### src/cqr_pkg.sv
// Shared types and codes for the compacting queue with removal.
package cqr_pkg;

  // Fixed field widths of the request and result channels
  localparam int unsigned ITEM_W = 32;
  localparam int unsigned REQ_W  = 3;
  localparam int unsigned POS_W  = 4;
  localparam int unsigned STAT_W = 2;
  localparam int unsigned OCC_W  = 5;

  // Request codes
  localparam logic [REQ_W-1:0] REQ_ENQ      = 3'd0;
  localparam logic [REQ_W-1:0] REQ_DEQ      = 3'd1;
  localparam logic [REQ_W-1:0] REQ_PEEK     = 3'd2;
  localparam logic [REQ_W-1:0] REQ_RM_AT    = 3'd3;
  localparam logic [REQ_W-1:0] REQ_RM_MATCH = 3'd4;

  // Status codes
  localparam logic [STAT_W-1:0] ST_DONE = 2'd0;
  localparam logic [STAT_W-1:0] ST_FAIL = 2'd1;
  localparam logic [STAT_W-1:0] ST_FULL = 2'd2;

  // Operation broadcast to every cell
  typedef struct packed {
    logic enq;       // load the request item into the tail cell
    logic rm_at;     // cells at or after the position pull from the right
    logic rm_match;  // cells at or after the first hit pull from the right
  } cell_ctl_t;

  // Per-cell position flags from the top level
  typedef struct packed {
    logic valid;     // cell holds a live item
    logic tail;      // first free cell
    logic from_pos;  // cell index at or above the request position
  } cell_sel_t;

endpackage

### src/cqr_cell.sv
// One storage cell of the queue: holds a slot, matches, and shifts toward the head.
module cqr_cell (
  input  logic                       clk,
  input  cqr_pkg::cell_ctl_t         ctl,
  input  cqr_pkg::cell_sel_t         sel,
  input  logic [cqr_pkg::ITEM_W-1:0] key,
  input  logic [cqr_pkg::ITEM_W-1:0] right_slot,
  input  logic                       found_in,
  output logic                       found_out,
  output logic [cqr_pkg::ITEM_W-1:0] slot
);

  logic [cqr_pkg::ITEM_W-1:0] slot_r;
  logic [cqr_pkg::ITEM_W-1:0] slot_nxt;
  logic                       hit;
  logic                       shift;

  // Match chain: a hit here or in any cell nearer the head
  assign hit       = sel.valid && (slot_r == key);
  assign found_out = found_in || hit;

  // Close the gap by taking the right neighbor's item
  assign shift = (ctl.rm_at && sel.from_pos) || (ctl.rm_match && found_out);

  always_comb begin
    slot_nxt = slot_r;
    if (shift) begin
      slot_nxt = right_slot;
    end else if (ctl.enq && sel.tail) begin
      slot_nxt = key;
    end
  end

  always_ff @(posedge clk) begin
    slot_r <= slot_nxt;
  end

  assign slot = slot_r;

endmodule

### src/compacting_queue_with_removal_unit.sv
// Top level of the compacting queue: request decode, cell row, count and result register.
// Ordered queue of up to DEPTH item handles in a row of cells, head in cell 0. Every request
// (enqueue, dequeue, peek, remove at position, remove first matching handle) is handled by the
// whole row in parallel: the cells compare against the key and shift toward the head together,
// and the match ripples along the row as a found chain. A result appears in the cycle after its
// request and sits in an output register; a new request is taken in every cycle that register
// is empty or being drained, so the sustained rate is one request per cycle. The count and the
// result valid are the only reset state; cell contents are undefined until written.
module compacting_queue_with_removal_unit #(
  parameter int unsigned DEPTH = 16
) (
  input  logic        clk,
  input  logic        rst_n,
  // request channel
  input  logic        in_tvalid,
  output logic        in_tready,
  input  logic [39:0] in_tdata,   // [31:0] item, [35:32] position, [39:36] zero
  input  logic [2:0]  in_tuser,   // [2:0] req_type
  // result channel
  output logic        out_tvalid,
  input  logic        out_tready,
  output logic [39:0] out_tdata,  // [31:0] item_out, [36:32] occupancy, [37] is_empty, rest zero
  output logic [1:0]  out_tuser   // [1:0] status
);

  localparam int unsigned CNT_W = $clog2(DEPTH + 1);
  localparam int unsigned IDX_W = (DEPTH > 1) ? $clog2(DEPTH) : 1;
  localparam int unsigned PW    = (CNT_W > cqr_pkg::POS_W) ? CNT_W : cqr_pkg::POS_W;

  logic [cqr_pkg::ITEM_W-1:0] item;
  logic [cqr_pkg::POS_W-1:0]  position;
  logic [cqr_pkg::REQ_W-1:0]  req_type;
  logic                       accept;

  logic [CNT_W-1:0] cnt_r;
  logic [CNT_W-1:0] cnt_nxt;
  logic [PW-1:0]    cnt_w;
  logic [PW-1:0]    pos_w;
  logic [IDX_W-1:0] rd_idx;
  logic             pos_ok;
  logic             full;
  logic             key_ok;
  logic             found;

  cqr_pkg::cell_ctl_t         ctl;
  cqr_pkg::cell_sel_t         sel   [DEPTH];
  logic [cqr_pkg::ITEM_W-1:0] slots [DEPTH];
  logic [cqr_pkg::ITEM_W-1:0] right [DEPTH];
  logic                       fchain[DEPTH+1];

  logic                        out_valid_r;
  logic [cqr_pkg::STAT_W-1:0]  status_r, status_nxt;
  logic [cqr_pkg::ITEM_W-1:0]  item_out_r, item_out_nxt;
  logic [cqr_pkg::OCC_W-1:0]   occ_r;
  logic                        empty_r;

  // Request unpacking and handshake
  assign item      = in_tdata[31:0];
  assign position  = in_tdata[35:32];
  assign req_type  = in_tuser;
  assign in_tready = !out_valid_r || out_tready;
  assign accept    = in_tvalid && in_tready;

  // Position checks; dequeue works on position zero
  assign cnt_w  = PW'(cnt_r);
  assign pos_w  = (req_type == cqr_pkg::REQ_DEQ) ? '0 : PW'(position);
  assign pos_ok = pos_w < cnt_w;
  assign rd_idx = pos_w[IDX_W-1:0];
  assign full   = cnt_r == CNT_W'(DEPTH);
  assign key_ok = item != '0;

  // Broadcast operation
  always_comb begin
    ctl.enq      = accept && (req_type == cqr_pkg::REQ_ENQ) && !full;
    ctl.rm_at    = accept && pos_ok &&
                   ((req_type == cqr_pkg::REQ_DEQ) || (req_type == cqr_pkg::REQ_RM_AT));
    ctl.rm_match = accept && key_ok && (req_type == cqr_pkg::REQ_RM_MATCH);
  end

  // Cell row
  assign fchain[0] = 1'b0;

  for (genvar i = 0; i < DEPTH; i++) begin : g_cell
    assign sel[i].valid    = PW'(i) < cnt_w;
    assign sel[i].tail     = PW'(i) == cnt_w;
    assign sel[i].from_pos = PW'(i) >= pos_w;
    if (i == DEPTH - 1) begin : g_last
      assign right[i] = slots[i];
    end else begin : g_mid
      assign right[i] = slots[i+1];
    end

    cqr_cell u_cell (
      .clk        (clk),
      .ctl        (ctl),
      .sel        (sel[i]),
      .key        (item),
      .right_slot (right[i]),
      .found_in   (fchain[i]),
      .found_out  (fchain[i+1]),
      .slot       (slots[i])
    );
  end

  assign found = fchain[DEPTH];

  // Result and count update
  always_comb begin
    status_nxt   = cqr_pkg::ST_FAIL;
    item_out_nxt = '0;
    cnt_nxt      = cnt_r;
    case (req_type)
      cqr_pkg::REQ_ENQ: begin
        if (full) begin
          status_nxt = cqr_pkg::ST_FULL;
        end else begin
          status_nxt = cqr_pkg::ST_DONE;
          cnt_nxt    = cnt_r + 1'b1;
        end
      end
      cqr_pkg::REQ_DEQ: begin
        if (pos_ok) begin
          status_nxt   = cqr_pkg::ST_DONE;
          item_out_nxt = slots[rd_idx];
          cnt_nxt      = cnt_r - 1'b1;
        end
      end
      cqr_pkg::REQ_PEEK: begin
        if (pos_ok) begin
          status_nxt   = cqr_pkg::ST_DONE;
          item_out_nxt = slots[rd_idx];
        end
      end
      cqr_pkg::REQ_RM_AT: begin
        if (pos_ok) begin
          status_nxt = cqr_pkg::ST_DONE;
          cnt_nxt    = cnt_r - 1'b1;
        end
      end
      cqr_pkg::REQ_RM_MATCH: begin
        if (key_ok && found) begin
          status_nxt = cqr_pkg::ST_DONE;
          cnt_nxt    = cnt_r - 1'b1;
        end
      end
      default: begin
        status_nxt = cqr_pkg::ST_FAIL;
      end
    endcase
  end

  // Count and result valid
  always_ff @(posedge clk) begin
    if (!rst_n) begin
      cnt_r       <= '0;
      out_valid_r <= 1'b0;
    end else begin
      if (accept) begin
        cnt_r <= cnt_nxt;
      end
      if (accept) begin
        out_valid_r <= 1'b1;
      end else if (out_tready) begin
        out_valid_r <= 1'b0;
      end
    end
  end

  // Result payload
  always_ff @(posedge clk) begin
    if (accept) begin
      status_r   <= status_nxt;
      item_out_r <= item_out_nxt;
      occ_r      <= cqr_pkg::OCC_W'(cnt_nxt);
      empty_r    <= cnt_nxt == '0;
    end
  end

  assign out_tvalid = out_valid_r;
  assign out_tuser  = status_r;
  assign out_tdata  = {2'b00, empty_r, occ_r, item_out_r};

`ifndef SYNTH
  // Count never exceeds the store
  a_cnt_bound: assert property (@(posedge clk) disable iff (!rst_n)
    cnt_r <= CNT_W'(DEPTH))
    else $error("queue count above depth");

  // A full report means the store really is full
  a_full_status: assert property (@(posedge clk) disable iff (!rst_n)
    (out_valid_r && status_r == cqr_pkg::ST_FULL) |-> cnt_r == CNT_W'(DEPTH))
    else $error("full status with free slots");

  // Empty flag tracks the count left by the request
  a_empty_flag: assert property (@(posedge clk) disable iff (!rst_n)
    $past(accept) |-> (empty_r == (cnt_r == '0)))
    else $error("empty flag disagrees with count");

  // Count changes only on an accepted request
  a_cnt_hold: assert property (@(posedge clk) disable iff (!rst_n)
    !accept |=> $stable(cnt_r))
    else $error("count changed without a request");
`endif

endmodule
### config.mk
export PLATFORM = sky130hd
export DESIGN_NAME = compacting_queue_with_removal_unit
export DESIGN_NICKNAME = d
export VERILOG_FILES = /design/src/cqr_pkg.sv /design/src/cqr_cell.sv /design/src/compacting_queue_with_removal_unit.sv
export SDC_FILE = /design/constraint.sdc
export NUM_CORES = 2
export LEC_CHECK = 0
export ABC_AREA = 1
export BUFFER_PORTS_ARGS = -buffer_cell sky130_fd_sc_hd__clkbuf_2
export CAP_MARGIN = 25
export CORE_MARGIN = 2
export CORE_UTILIZATION = 35
export DETAILED_ROUTE_END_ITERATION = 7
export PLACE_DENSITY = 0.6
export SLEW_MARGIN = 20
export SYNTH_ARGS = -nofsm -noshare
export SYNTH_HDL_FRONTEND = slang
export SYNTH_SLANG_ARGS = --single-unit
### constraint.sdc
create_clock -name clk -period 13.9 [get_ports clk]
set_input_delay 0.695 -clock clk [delete_from_list [all_inputs] [get_ports clk]]
set_output_delay 0.695 -clock clk [all_outputs]
set_load 0.05 [all_outputs]
==> flow_summary.ini <==
[outcome]
outcome = completed

[synth]
syn_area_sq_mm = 0.0369
syn_avg_cell_area_sq_um = 7.99
synthTopCellsByCount = 997 x nand2_1, 656 x o21ai_0, 552 x edfxtp_1
synth_seq_area_share = 0.453
synth_warnings = 0
synthArstFlopShare = 0
netlist.top_cell.by_area = edfxtp_1
synth_ff_type = edfxtp_1
yosysMostFrequentCell = nand2_1
yosys-top-cells-area = edfxtp_1 45%, nand2_1 10%, o21ai_0 8.9%, xnor2_1 5.7%, nor2_1 5.6%
synth_top_area_share = 0.450
synth-edff-count = 552
synth_cells = 4612
ys_types = 56
synth_seq_cells = 558

[global_route]
grt_pass1_wl_mm = 237
grt_pass1_vias = 32301
track_usage = 0.309
use_met2 = 0.510
use_met3 = 0.0481
busiest_layer = met2
gr-usage-met1 = 0.374
gr-total-overflow = 0
grt_max_degree = 125
antenna_found_initial = 5

[drt]
detail_route.wl_per_cell_um = 28.5
dr.pass1.iters = 6
viasPerCell = 5.74
drc = 0
drtIter0Drc = 4181
ant_nets = 0
vias = 34358
drt-total-wl_mm = 171

[die]
die_x_um = 329
io_pins = 91
fp.dieH_um = 329
core_sq_mm = 0.105
std_cell_rows = 119
start_util = 0.352
die_area_sq_mm = 0.108

[placement]
globalplace.congestion = 1.02
io_buffers = 84
placed_cell_area_sq_mm = 0.0384
dp_hpwl_mm = 131

[cts]
htree_levels = 3
cts_hold_buf = 0
cts_resized = 0
cts_sinks = 558
cts_made_buffers = 72
clockBufferDepth = 3
cts.reportedPaths.clkPinSlew_ns = 0.06
clock_latency_ns = 0.65
cts_tree = built
cts-root-buf = clkbuf_16
post_cts_buffers = 0

[critical_path]
end_kind = register
required_ns = 14.18
r2r_start = cnt_r[2]
critical_path.startpoint = cnt_r[2]
critPathLaunchType = register
path_class = register to register
worstPathMaxFanout = 65
cp.arrival_ns = 6.18

[sta]
finalHoldViolations = 0
post-route-period-util = 0.424
maxSlewHeadroom = 0.235
rsz0062_at_grt = false
drv_slew = 0
fin_worst_skew_ns = 0.0277
worst_pin_slew_ns = 1.14
finalSetupTns_ns = 0
period_needed_ns = 5.90
clock.fmax_mhz = 170
setup_violations = 0

[cells_and_area]
fin_nets = 4594
layout-drive-gt1-share = 0.0801
utilization = 0.389
synthToLayoutAreaGrowth_pct = 10.6
stdcell_area_sq_mm = 0.0408

[hold_path]
hold_class = input port to register
hp-start = rst_n

[power_and_ir_drop]
leakage_nw = 14.4
p_per_area_mw_per_mm2 = 112
power_mw = 4.57
ir_drop_v = 0.0000857

[flow_run]
max-cap-violations = 0
-- cell type report --
type	instances	area (sq um)
Clock inverter	37	309
Antenna cell	3	7.51
Inverter	287	1090
Clock buffer	91	1940
Timing Repair Buffer	182	1260
Fill cell	10857	64000
Sequential cell	558	16700
Tap cell	1391	1740
Multi-Input combinational cell	3438	17700
-- metrics by stage --
stage          hold slack, ns  cells  setup slack [ns]
6_report                0.378   5987              8.00
5_1_grt                 0.371   5985              8.12
4_1_cts                 0.348   5977              8.29
3_3_place_gp            0.508   5848              7.46
2_1_floorplan           0.525   4613              8.02
3_5_place_dp            0.530   5849              7.87
-- worst paths after layout --
check | endpoint | slack [ns] | depth (start not counted)
max reg2reg | g_cell[14].u_cell.slot[27] | 8.00 | 14
min reg2reg | out_tvalid | 0.53 | 2
min | cnt_r[1] | 0.38 | 3
max | g_cell[14].u_cell.slot[27] | 8.00 | 14
-- cells by family (layout without fill, tap and decap cells) --
| logic type | Yosys count | in the layout | synth area share |
|---|---|---|---|
| adders and majority gates | 8 | 8 | 0.00272 |
| xor gates and xnor gates | 337 | 337 | 0.0801 |
| other | 1 | 5 | 0.000102 |
| DFF | 558 | 558 | 0.453 |
| and+or+nand+nor | 2003 | 2003 | 0.232 |
| buffers and inverters | 617 | 597 | 0.0719 |
| AOI/OAI and AO/OA | 1088 | 1088 | 0.160 |
-- flip-flops by register name, summed over array words and instances (netlist names) --
name and count:
cnt_r 5, item_out_r 32, g_cell.u_cell.slot 512, empty_r 1, occ_r 5, out_tvalid 1
out_tuser 2
-- layer usage --
metal  part of all wire  wire length [um]  up-vias
met5           0.000047                 8        -
met4              0.076             13000        2
met3              0.079             13500      412
met2               0.47             80000     1931
met1               0.38             64100    16274
li1                   -                 -    15739
-- report_power, final --
part,internal (mW),total (mW),switching [mW]
combinational,0.186,0.764,0.578
sequential,1.91,1.94,0.0353
clock,1.08,1.86,0.785
-- worst max-delay path, cell delays in order, from the launching register on --
cell and delay [ns]:
dfxtp_1 0.66, clkinv_1 0.52, o21ai_0 0.98, nand3_1 0.15, nor4_1 0.85, nand4_1 0.53, nand4_2 0.31, nor2_2 0.10
nand4_2 0.18, nor2_4 0.07, nand3_1 0.12, a21oi_4 0.06, buf_4 0.35, o21ai_4 0.13, buf_4 0.46
-- layout by cell type (no fill, tap or decap), types with 15 or more instances in the layout --
cell	instances
nor2_1	546
inv_1	266
a21oi_1	197
clkbuf_1	16
o21ai_1	18
o221ai_1	20
edfxtp_1	552
a31oi_1	33
nor4_1	49
or2_2	24
xnor2_1	240
nand3_1	114
nand2_1	990
o21ai_0	652
buf_4	89
clkbuf_2	85
nand3b_1	20
o22ai_1	80
o211ai_1	33
clkinv_1	20
nand4_1	155
clkinv_2	15
xor2_1	97
nor3_1	49
clkbuf_16	75
Note: power is estimated with default switching activity, not from simulation.
